--- config.mk ---
export PLATFORM = sky130hd
export DESIGN_NAME = text_mask_premultiply_colorizer_core
export DESIGN_NICKNAME = d
export VERILOG_FILES = /design/src/sv/tmpc_pkg.sv /design/src/sv/text_mask_premultiply_colorizer_core.sv /design/src/sv/tmpc_cfg.sv /design/src/sv/tmpc_alpha.sv /design/src/sv/tmpc_premul.sv
export SDC_FILE = /design/constraint.sdc
export NUM_CORES = 1
export LEC_CHECK = 0
export ABC_AREA = 0
export CAP_MARGIN = 20
export CORE_MARGIN = 1
export CORE_UTILIZATION = 35
export CTS_CLUSTER_SIZE = 8
export DETAILED_ROUTE_END_ITERATION = 12
export DONT_BUFFER_PORTS = 1
export PLACE_DENSITY = 0.59
export SETUP_SLACK_MARGIN = 0.3
export SLEW_MARGIN = 20
export SYNTH_ARGS = -nofsm -noshare
export SYNTH_HDL_FRONTEND = slang
export SYNTH_HIERARCHICAL = 1
export SYNTH_SLANG_ARGS = --single-unit
export TNS_END_PERCENT = 1
--- constraint.sdc ---
create_clock -name aclk -period 8.3 [get_ports aclk]
set_input_delay 0.415 -clock aclk [delete_from_list [all_inputs] [get_ports aclk]]
set_output_delay 0.415 -clock aclk [all_outputs]
set_load 0.02 [all_outputs]
--- src/sv/tmpc_pkg.sv ---
// Shared types, register indexes and arithmetic constants for the text mask colouriser.
// Used by every module of the block; depends on nothing else.
package tmpc_pkg;

    localparam int unsigned CFG_ADDR_W = 3;
    localparam int unsigned CFG_DATA_W = 8;

    localparam logic [CFG_ADDR_W-1:0] REG_TEXT_RED   = 3'd0;
    localparam logic [CFG_ADDR_W-1:0] REG_TEXT_GREEN = 3'd1;
    localparam logic [CFG_ADDR_W-1:0] REG_TEXT_BLUE  = 3'd2;
    localparam logic [CFG_ADDR_W-1:0] REG_HIT_FILL   = 3'd3;

    // Luminance weights and the dark-text threshold.
    localparam logic [9:0]  LUMA_R     = 10'd299;
    localparam logic [9:0]  LUMA_G     = 10'd587;
    localparam logic [9:0]  LUMA_B     = 10'd114;
    localparam logic [17:0] LUMA_LIMIT = 18'd128000;

    // floor(s / 3) = (s * 683) >> 11 for every sum up to 766.
    localparam logic [9:0]  RECIP_3    = 10'd683;
    localparam int unsigned SHIFT_3    = 11;
    // floor(x / 255) = (x * 32897) >> 23 for every x up to 65152.
    localparam logic [15:0] RECIP_255  = 16'd32897;
    localparam int unsigned SHIFT_255  = 23;
    localparam logic [7:0]  ROUND_255  = 8'd127;
    localparam logic [7:0]  FULL_SCALE = 8'd255;

    typedef struct packed {
        logic [7:0] mask_red;
        logic [7:0] mask_green;
        logic [7:0] mask_blue;
        logic       frame_end;
    } in_t;

    typedef struct packed {
        logic [7:0] out_alpha;
        logic [7:0] out_red;
        logic [7:0] out_green;
        logic [7:0] out_blue;
        logic       out_frame_end;
    } out_t;

    typedef struct packed {
        logic [7:0] text_red;
        logic [7:0] text_green;
        logic [7:0] text_blue;
        logic       hit_fill_enable;
        logic       text_dark;
    } cfg_t;

    typedef struct packed {
        logic [7:0] alpha;
        logic       frame_end;
    } cov_t;

endpackage

--- src/sv/text_mask_premultiply_colorizer_core.sv ---
// Text mask colouriser: mask pixels of black-on-white text in, premultiplied ARGB out.
// Depends on tmpc_pkg, tmpc_cfg, tmpc_alpha and tmpc_premul.
//
// Use: mask pixels arrive on the s_ channel (valid/ready), one transfer per pixel,
// and each produces exactly one ARGB transfer on the m_ channel, in order.
// The text colour and the hit-fill enable are set through a plain write port
// (cfg_wr_en, cfg_addr, cfg_wr_data) while no pixel is in flight; indexes past
// the last register are ignored.
// The pipeline is four register stages; m_valid is the valid bit of the last one.
// The stages are a sum stage, a divide-by-three stage, a colour multiply stage
// and a divide-by-255 stage that also selects the hit pixel and feeds the output
// register.
// Throughput is one pixel per cycle while m_ready stays high; each stage holds one
// pixel and its valid bit, and the multipliers set the stage depth.
// When the receiver stalls, the output register holds its pixel and the
// stages behind it fill up; s_ready falls only once all four stages are full,
// so no pixel is dropped or repeated.
// Reset (aresetn low, synchronous) empties the pipeline and loads white text
// with hit fill enabled.
module text_mask_premultiply_colorizer_core (
    input  logic                            aclk,
    input  logic                            aresetn,
    input  logic                            cfg_wr_en,
    input  logic [tmpc_pkg::CFG_ADDR_W-1:0] cfg_addr,
    input  logic [tmpc_pkg::CFG_DATA_W-1:0] cfg_wr_data,
    input  logic                            s_valid,
    output logic                            s_ready,
    input  tmpc_pkg::in_t                   s_data,
    output logic                            m_valid,
    input  logic                            m_ready,
    output tmpc_pkg::out_t                  m_data
);

    tmpc_pkg::cfg_t cfg;
    tmpc_pkg::cov_t cov_data;
    logic           cov_valid;
    logic           cov_ready;

    // The register block also keeps the dark-text flag used by the hit pixel.
    tmpc_cfg u_cfg (
        .aclk        (aclk),
        .aresetn     (aresetn),
        .cfg_wr_en   (cfg_wr_en),
        .cfg_addr    (cfg_addr),
        .cfg_wr_data (cfg_wr_data),
        .cfg         (cfg)
    );

    // First half of the pipeline: coverage alpha from the mask channels.
    tmpc_alpha u_alpha (
        .aclk      (aclk),
        .aresetn   (aresetn),
        .in_valid  (s_valid),
        .in_ready  (s_ready),
        .in_data   (s_data),
        .out_valid (cov_valid),
        .out_ready (cov_ready),
        .out_data  (cov_data)
    );

    // Second half: premultiplied colour, hit pixel and the output register.
    tmpc_premul u_premul (
        .aclk      (aclk),
        .aresetn   (aresetn),
        .cfg       (cfg),
        .in_valid  (cov_valid),
        .in_ready  (cov_ready),
        .in_data   (cov_data),
        .out_valid (m_valid),
        .out_ready (m_ready),
        .out_data  (m_data)
    );

endmodule

--- src/sv/tmpc_cfg.sv ---
// Configuration registers and the registered dark-text flag of the colouriser.
// Depends on tmpc_pkg.
module tmpc_cfg (
    input  logic                              aclk,
    input  logic                              aresetn,
    input  logic                              cfg_wr_en,
    input  logic [tmpc_pkg::CFG_ADDR_W-1:0]   cfg_addr,
    input  logic [tmpc_pkg::CFG_DATA_W-1:0]   cfg_wr_data,
    output tmpc_pkg::cfg_t                    cfg
);

    logic [7:0]  red_reg, green_reg, blue_reg;
    logic        hit_reg, dark_reg;
    logic [17:0] luma;

    always_ff @(posedge aclk) begin
        if (!aresetn) begin
            red_reg   <= 8'd255;
            green_reg <= 8'd255;
            blue_reg  <= 8'd255;
            hit_reg   <= 1'b1;
        end else if (cfg_wr_en) begin
            case (cfg_addr)
                tmpc_pkg::REG_TEXT_RED:   red_reg   <= cfg_wr_data;
                tmpc_pkg::REG_TEXT_GREEN: green_reg <= cfg_wr_data;
                tmpc_pkg::REG_TEXT_BLUE:  blue_reg  <= cfg_wr_data;
                tmpc_pkg::REG_HIT_FILL:   hit_reg   <= cfg_wr_data[0];
                default: ;
            endcase
        end
    end

    // Weighted sum of the text colour, combinational from the registers.
    assign luma = 18'(tmpc_pkg::LUMA_R) * 18'(red_reg)
                + 18'(tmpc_pkg::LUMA_G) * 18'(green_reg)
                + 18'(tmpc_pkg::LUMA_B) * 18'(blue_reg);

    always_ff @(posedge aclk) begin
        if (!aresetn) begin
            dark_reg <= 1'b0;
        end else begin
            dark_reg <= (luma < tmpc_pkg::LUMA_LIMIT);
        end
    end

    assign cfg.text_red        = red_reg;
    assign cfg.text_green      = green_reg;
    assign cfg.text_blue       = blue_reg;
    assign cfg.hit_fill_enable = hit_reg;
    assign cfg.text_dark       = dark_reg;

endmodule

--- src/sv/tmpc_alpha.sv ---
// Two pipeline stages that turn a mask pixel into its coverage alpha.
// Depends on tmpc_pkg.
module tmpc_alpha (
    input  logic           aclk,
    input  logic           aresetn,
    input  logic           in_valid,
    output logic           in_ready,
    input  tmpc_pkg::in_t  in_data,
    output logic           out_valid,
    input  logic           out_ready,
    output tmpc_pkg::cov_t out_data
);

    logic       a_valid_reg, b_valid_reg;
    logic       a_load, b_load, b_ready;
    logic [9:0] sum_reg, sum_next;
    logic       a_fe_reg;
    tmpc_pkg::cov_t b_data_reg, b_data_next;
    logic [19:0] mean_prod;

    assign b_ready  = !b_valid_reg || out_ready;
    assign in_ready = !a_valid_reg || b_ready;
    assign a_load   = in_valid && in_ready;
    assign b_load   = a_valid_reg && b_ready;

    // Sum of the channels plus one, so the divide by three rounds.
    assign sum_next = 10'(in_data.mask_red) + 10'(in_data.mask_green)
                    + 10'(in_data.mask_blue) + 10'd1;

    assign mean_prod = sum_reg * tmpc_pkg::RECIP_3;
    assign b_data_next.alpha = tmpc_pkg::FULL_SCALE
                             - mean_prod[tmpc_pkg::SHIFT_3 +: 8];
    assign b_data_next.frame_end = a_fe_reg;

    always_ff @(posedge aclk) begin
        if (!aresetn) begin
            a_valid_reg <= 1'b0;
            b_valid_reg <= 1'b0;
        end else begin
            if (in_ready) begin
                a_valid_reg <= in_valid;
            end
            if (b_ready) begin
                b_valid_reg <= a_valid_reg;
            end
        end
    end

    always_ff @(posedge aclk) begin
        if (a_load) begin
            sum_reg  <= sum_next;
            a_fe_reg <= in_data.frame_end;
        end
        if (b_load) begin
            b_data_reg <= b_data_next;
        end
    end

    assign out_valid = b_valid_reg;
    assign out_data  = b_data_reg;

endmodule

--- src/sv/tmpc_premul.sv ---
// Two pipeline stages that premultiply the text colour and apply the hit pixel.
// Depends on tmpc_pkg.
module tmpc_premul (
    input  logic           aclk,
    input  logic           aresetn,
    input  tmpc_pkg::cfg_t cfg,
    input  logic           in_valid,
    output logic           in_ready,
    input  tmpc_pkg::cov_t in_data,
    output logic           out_valid,
    input  logic           out_ready,
    output tmpc_pkg::out_t out_data
);

    logic        c_valid_reg, d_valid_reg;
    logic        c_load, d_load, d_ready;
    logic [15:0] red_prod_reg, green_prod_reg, blue_prod_reg;
    logic [15:0] red_prod_next, green_prod_next, blue_prod_next;
    tmpc_pkg::cov_t c_cov_reg;
    logic [31:0] red_q, green_q, blue_q;
    tmpc_pkg::out_t d_data_reg, d_data_next;
    logic        hit;

    assign d_ready  = !d_valid_reg || out_ready;
    assign in_ready = !c_valid_reg || d_ready;
    assign c_load   = in_valid && in_ready;
    assign d_load   = c_valid_reg && d_ready;

    assign red_prod_next   = cfg.text_red * in_data.alpha + 16'(tmpc_pkg::ROUND_255);
    assign green_prod_next = cfg.text_green * in_data.alpha + 16'(tmpc_pkg::ROUND_255);
    assign blue_prod_next  = cfg.text_blue * in_data.alpha + 16'(tmpc_pkg::ROUND_255);

    // Divide by 255 as a multiply by the scaled reciprocal.
    assign red_q   = red_prod_reg * tmpc_pkg::RECIP_255;
    assign green_q = green_prod_reg * tmpc_pkg::RECIP_255;
    assign blue_q  = blue_prod_reg * tmpc_pkg::RECIP_255;

    assign hit = cfg.hit_fill_enable && (c_cov_reg.alpha == 8'd0);

    always_comb begin
        d_data_next.out_frame_end = c_cov_reg.frame_end;
        if (hit) begin
            d_data_next.out_alpha = 8'd1;
            d_data_next.out_red   = {7'd0, cfg.text_dark};
            d_data_next.out_green = {7'd0, cfg.text_dark};
            d_data_next.out_blue  = {7'd0, cfg.text_dark};
        end else begin
            d_data_next.out_alpha = c_cov_reg.alpha;
            d_data_next.out_red   = red_q[tmpc_pkg::SHIFT_255 +: 8];
            d_data_next.out_green = green_q[tmpc_pkg::SHIFT_255 +: 8];
            d_data_next.out_blue  = blue_q[tmpc_pkg::SHIFT_255 +: 8];
        end
    end

    always_ff @(posedge aclk) begin
        if (!aresetn) begin
            c_valid_reg <= 1'b0;
            d_valid_reg <= 1'b0;
        end else begin
            if (in_ready) begin
                c_valid_reg <= in_valid;
            end
            if (d_ready) begin
                d_valid_reg <= c_valid_reg;
            end
        end
    end

    always_ff @(posedge aclk) begin
        if (c_load) begin
            red_prod_reg   <= red_prod_next;
            green_prod_reg <= green_prod_next;
            blue_prod_reg  <= blue_prod_next;
            c_cov_reg      <= in_data;
        end
        if (d_load) begin
            d_data_reg <= d_data_next;
        end
    end

    assign out_valid = d_valid_reg;
    assign out_data  = d_data_reg;

endmodule

==> flow_summary.ini, run 1 <==
[logic_synthesis]
syn_area_per_cell_um2 = 10.1
ys.flop_type = edfxtp_1
yosysTopAreaCell = ha_1
syn-cell-area_um2 = 20600
ys_top_cells_by_area = ha_1, fa_1, edfxtp_1
ys_types = 69
synth_edf_count = 110
synth_fp_nets = 2770
synth_warnings = 6
ys_ff_latch = 140
netlist_instances = 2042
ys_seq_area_share_pct = 19.0
yosysTopAreaCellShare_pct = 28.1
async_flop_share_pct = 0

[die]
dieWidth_um = 244
floorplan.rows = 88
start_util_pct = 35.6
die-height_um = 244
pin_count = 76
coreArea_um2 = 57800
dieArea_um2 = 59700

[global_routing]
grt_pass1_vias = 14400
antenna_found_initial = 0
gr-max-usage-layer = met2
track_usage_pct = 14.7
grtUsageMet1_pct = 19.4
grt_overflow = 0
use_met3_pct = 2.84
grt_pass1_wl_um = 70300
grt_max_degree = 58
met2_usage_pct = 23.9

[sta]
setup_viol = 0
hold_violations = 0
rsz0062_at_grt = no
period_needed_ns = 6.34
slew_violations = 0
min_period_over_period_pct = 76.4
fin_setup_tns_ns = 0
tightest_slew_ns = 1.02
fmax_ghz = 0.158
slew_headroom_pct = 31.9
clock_skew_ns = 0.0104

[critical_path]
crit_family = adder cells
reg2reg_from = u_cfg/blue_reg[1]$_SDFFE_PN1P_
path_class = reg -> reg
path_buf_inv = 5
startpoint_type = flop
crit_top_cell = fa_1
r2r_setup_slack_ns = 1.96
crit_path_max_fanout = 12
worstPathCellList = inv_1, fa_1, inv_1, fa_1, ha_1, inv_1, fa_1, xnor2_1, ha_1, fa_1, inv_1, fa_1, fa_1, inv_1, ha_1, a21o_1, a21oi_1, o31ai_1, a32o_1, a2111oi_2, a31oi_1
arrival_ns = 6.70
cp.required_ns = 8.65
slowest_delay_ns = 0.58
r2r-end = u_cfg/dark_reg$_SDFF_PN0_
crit_slowest_cell = dfxtp_1
endpoint_kind = flop
reg2regPathDepth = 21

[clock_tree]
root_buffer = clkbuf_16
cts_resized = 0
cts_made_buffers = 17
htreeDepth = 4
post-cts-setup-buffers = 0
hold_buffers = 2
cts_sinks = 140
clk_path_buf_depth = 2
cts_tree = built
clkTransAtPathRegs_ns = 0.06
insertion_delay_ns = 0.47

[cells_and_area]
drive_gt1_share_pct = 2.54
syn2layout_area_growth_pct = 7.20
diodes = 0
nNetsFinal = 2762
post-route-util_pct = 38.1
largest_reg_flops = 33

[worst_hold_path]
hold_path.startpoint = aresetn
hold_depth = 1
worstHoldEndpoint = u_cfg/red_reg[7]$_SDFFE_PN1P_
hp-class = in -> reg

[drt]
drtAntennaViolNets = 0
drc_errors = 0
wl_per_cell_um = 14.9
drtIter0Drc = 504
dr.pass1.iters = 5
vias = 13700
drt_wl_total_um = 42000
viasPerCell = 4.89

[status]
status = completed

[placed_design]
gp_congestion = 0.857
dp_hpwl_um = 35000
portBuffers = 0

[job]
max_cap_violations = 0
[placed cells by master (no fill, tap or decap), types with 5 or more instances in the layout]
cell type,count
o21ai_1,10
fa_1,226
xor2_1,22
clkbuf_16,17
nand3_1,23
ha_1,461
nand2b_1,9
and3_1,12
o21bai_1,7
nor2_1,58
a21oi_1,64
and2_1,121
xnor2_1,55
or3_1,5
inv_1,408
nand4_1,10
nand2_1,154
o21a_1,19
o211ai_1,24
and4_1,5
a31oi_1,5
a211oi_1,11
edfxtp_1,110
nor3_1,16
a21o_1,23
dfxtp_1,30
nor2b_1,22
o21ai_0,30
[stage by stage]
step / setup WS (ns) / hold slack [ns] / std cells / area (um^2)
6_report: 1.96 / 0.0427 / 2812 / 22000
5_1_grt: 1.60 / 0.0154 / 2812 / 22000
3_3_place_gp: 2.16 / 0.400 / 2777 / 21400
3_5_place_dp: 2.03 / 0.410 / 2777 / 21400
4_1_cts: 1.98 / 0.000650 / 2811 / 22000
2_1_floorplan: 2.45 / 0.400 / 2042 / 20600
[worst reg2reg max path: cells and delay by family, from the launching register on]
kind / cells / cell delay (ns)
DFF: 1 / 0.58
AOI/OAI and AO/OA: 6 / 1.19
buffers and inverters: 5 / 0.35
xor gates and xnor gates: 1 / 0.15
adders and majority gates: 9 / 3.95
[how the worst max path moves through the flow]
stage,cells past startpoint,end,start
after floorplan,21,u_cfg/dark_reg$_SDFF_PN0_,u_cfg/blue_reg[2]$_SDFFE_PN1P_
after global placement,22,u_cfg/dark_reg$_SDFF_PN0_,u_cfg/blue_reg[2]$_SDFFE_PN1P_
after detailed placement,21,u_cfg/dark_reg$_SDFF_PN0_,u_cfg/blue_reg[1]$_SDFFE_PN1P_
after CTS,21,u_cfg/dark_reg$_SDFF_PN0_,u_cfg/blue_reg[1]$_SDFFE_PN1P_
after global routing,21,u_cfg/dark_reg$_SDFF_PN0_,u_cfg/blue_reg[2]$_SDFFE_PN1P_
final,21,u_cfg/dark_reg$_SDFF_PN0_,u_cfg/blue_reg[1]$_SDFFE_PN1P_
[area by class of cell]
cell class	instances	area [um^2]
flip-flops and latches	140	3900
multi-input cells	1461	15000
inverters	408	1530
clock buffers	19	433
fillers	5652	35800
well taps	765	957
clock inverters	13	143
repair buffers	6	62.6
[cell usage after synthesis, types with 30 or more instances]
master / instances
ha_1: 461
inv_1: 408
fa_1: 226
nand2_1: 154
and2_1: 122
edfxtp_1: 110
a21oi_1: 64
nor2_1: 58
xnor2_1: 55
clkbuf_1: 31
dfxtp_1: 30
o21ai_0: 30
[kinds of logic after synthesis]
| logic type | count (synthesis) | share of synthesized area (%) |
|---|---|---|
| flip-flops | 140 | 19.0 |
| XOR/XNOR | 77 | 3.28 |
| adder cells (fa/ha/maj) | 687 | 50.1 |
| multiplexers | 1 | 0.0487 |
| buffers and inverters | 441 | 8.09 |
| AO/OA/AOI/OAI | 241 | 8.12 |
| AND/OR/NAND/NOR | 455 | 11.4 |
[metal layers]
metal / wire, um / part of all wire [%] / vias up
met1: 20000 / 48 / 6740
li1: - / - / 6764
met5: 0 / 0 / -
met2: 19300 / 46 / 193
met3: 1610 / 3.8 / 46
met4: 1080 / 2.6 / 0
Power of run 1 is left out: the tool's default activity adds up to more than one toggle a clock period on the data nets, which glitch-free logic cannot reach.
==> run 2: changes to the inputs <==
==> constraint.sdc (replaced) <==
create_clock -name aclk -period 6.35 [get_ports aclk]
set_input_delay 0.3175 -clock aclk [delete_from_list [all_inputs] [get_ports aclk]]
set_output_delay 0.3175 -clock aclk [all_outputs]
set_load 0.02 [all_outputs]
==> run 2 against run 1 <==
  * Setup slack got worse by 1.5 ns
  * Final cell count up 1.0%
  * Via count grew 0.40%
  * Clock-buffer cell count increased by 6
  * Register-to-register slack worse by 1.5 ns
  * Sequential share of layout area shrank 0.23 points
  * Critical endpoint unchanged
  * Worst hold slack improved by 0.012 ns
  * Non-clock buffer count is 26 higher
  * Clock skew rose by 0.0037 ns
  * First-iteration DRC count is 5.0% lower
  * Core utilization is 0.52 points higher
  * Die area stayed put
==> flow_summary.ini, run 2 (synthesis gave the netlist of run 1 again) <==
[sta]
hold_violations = 0
slew_headroom_pct = 29.1
rsz0062_at_grt = no
min_period_over_period_pct = 92.4
tightest_slew_ns = 1.06
slew_violations = 0
fin_setup_tns_ns = 0
setup_viol = 0
period_needed_ns = 5.87
fmax_ghz = 0.170
clock_skew_ns = 0.0140

[global_routing]
grt_max_degree = 58
grtUsageMet1_pct = 19.2
gr-max-usage-layer = met2
use_met3_pct = 2.45
grt_pass1_vias = 14400
track_usage_pct = 14.6
grt_overflow = 0
met2_usage_pct = 24.6
antenna_found_initial = 1
grt_pass1_wl_um = 70000

[die]
dieWidth_um = 244
die-height_um = 244
pin_count = 76
dieArea_um2 = 59700
coreArea_um2 = 57800
floorplan.rows = 88
start_util_pct = 35.6

[drt]
dr.pass1.iters = 5
drt_wl_total_um = 42000
vias = 13800
drtIter0Drc = 479
viasPerCell = 4.86
wl_per_cell_um = 14.8
drc_errors = 0
drtAntennaViolNets = 0

[placed_design]
dp_cells = 2792
gp_congestion = 0.850
dp_hpwl_um = 35000
portBuffers = 0

[clock_tree]
cts_made_buffers = 17
clkTransAtPathRegs_ns = 0.07
clk_path_buf_depth = 2
root_buffer = clkbuf_16
htreeDepth = 4
cts_tree = built
insertion_delay_ns = 0.48
cts_sinks = 140

[cells_and_area]
layoutNonFillerInstCount = 2840
nNetsFinal = 2788
drive_gt1_share_pct = 4.00
layout_commonest_cell = ha_1
layout_common_cells = ha_1, inv_1, fa_1
largest_reg_flops = 33
syn2layout_area_growth_pct = 8.66

[critical_path]
arrival_ns = 6.21
r2r-end = u_cfg/dark_reg$_SDFF_PN0_
startpoint_type = flop
cp.required_ns = 6.69
worstPathCellList = fa_1, inv_1, fa_1, inv_1, ha_1, ha_1, inv_1, fa_2, xnor2_1, ha_1, fa_1, inv_1, fa_1, fa_1, inv_1, ha_4, a21o_1, a21oi_1, o31ai_1, a32o_1, a2111oi_2, a31oi_1
crit_family = adder cells
slowest_delay_ns = 0.55
reg2reg_from = u_cfg/blue_reg[0]$_SDFFE_PN1P_
endpoint_kind = flop
crit_path_max_fanout = 3
r2r_setup_slack_ns = 0.48
path_buf_inv = 5
path_class = reg -> reg
reg2regPathDepth = 22
crit_slowest_cell = fa_1

[worst_hold_path]
hold_depth = 2
hp-class = in -> reg
worstHoldEndpoint = u_cfg/blue_reg[3]$_SDFFE_PN1P_
hold_path.startpoint = cfg_wr_data[3]

[status]
status = completed

[job]
max_cap_violations = 0
-- run 2: how the worst max path moves through the flow --
stage / start / end / slack (ns) / depth (start not counted)
CTS: u_cfg/blue_reg[1]$_SDFFE_PN1P_ / u_cfg/dark_reg$_SDFF_PN0_ / 0.37 / 22
detailed placement: u_cfg/blue_reg[1]$_SDFFE_PN1P_ / u_cfg/dark_reg$_SDFF_PN0_ / 0.39 / 22
global placement: u_cfg/blue_reg[1]$_SDFFE_PN1P_ / u_cfg/dark_reg$_SDFF_PN0_ / 0.45 / 22
global route: u_cfg/blue_reg[1]$_SDFFE_PN1P_ / u_cfg/dark_reg$_SDFF_PN0_ / 0.27 / 24
finish: u_cfg/blue_reg[0]$_SDFFE_PN1P_ / u_cfg/dark_reg$_SDFF_PN0_ / 0.48 / 22
floorplan: u_cfg/blue_reg[2]$_SDFFE_PN1P_ / u_cfg/dark_reg$_SDFF_PN0_ / 0.50 / 21
-- run 2: through the flow --
step	instance area [um^2]	hold slack (ns)	util [%]	setup WS, ns
2_1_floorplan	20600	0.400	-	0.496
3_3_place_gp	21500	0.391	37.2	0.447
3_5_place_dp	21500	0.393	37.2	0.389
4_1_cts	22200	0.000519	38.4	0.366
5_1_grt	22300	0.0223	38.6	0.266
6_report	22300	0.0551	38.6	0.484
-- run 2: worst reg2reg max path, stage by stage, from the launching register on --
cell       delay (ns)
dfxtp_1          0.33
fa_1             0.55
inv_1            0.05
fa_1             0.48
inv_1            0.04
ha_1             0.27
ha_1             0.17
inv_1            0.06
fa_2             0.34
xnor2_1          0.13
ha_1             0.29
fa_1             0.51
inv_1            0.05
fa_1             0.46
fa_1             0.54
inv_1            0.06
ha_4             0.24
a21o_1           0.15
a21oi_1          0.16
o31ai_1          0.12
a32o_1           0.24
a2111oi_2        0.35
a31oi_1          0.14
-- run 2: repair_timing --
item / 4_1_cts / 5_1_grt
hold endpoints to repair: 30 / 0
hold buffers: 12 / 0
buffers inserted: 0 / 1
endpoints found under the setup margin: 0 / 1
gates resized for setup: 0 / 13
-- run 2: per-layer routing --
metal | share of wire (%) | routed length, um
met5 | 0 | 0
met4 | 1.4 | 596
met1 | 48 | 20200
met2 | 47 | 19900
met3 | 3.1 | 1320
-- run 2: final cells by class --
type                    instances  area, um^2
clock buffers                  25         519
multi-input cells            1461       15100
clock inverters                 7        52.6
inverters                     408        1530
diodes                          2        5.00
repair buffers                 32         293
well taps                     765         957
flip-flops and latches        140        3910
fillers                      5682       35500
Power of run 2 is left out for the same reason.
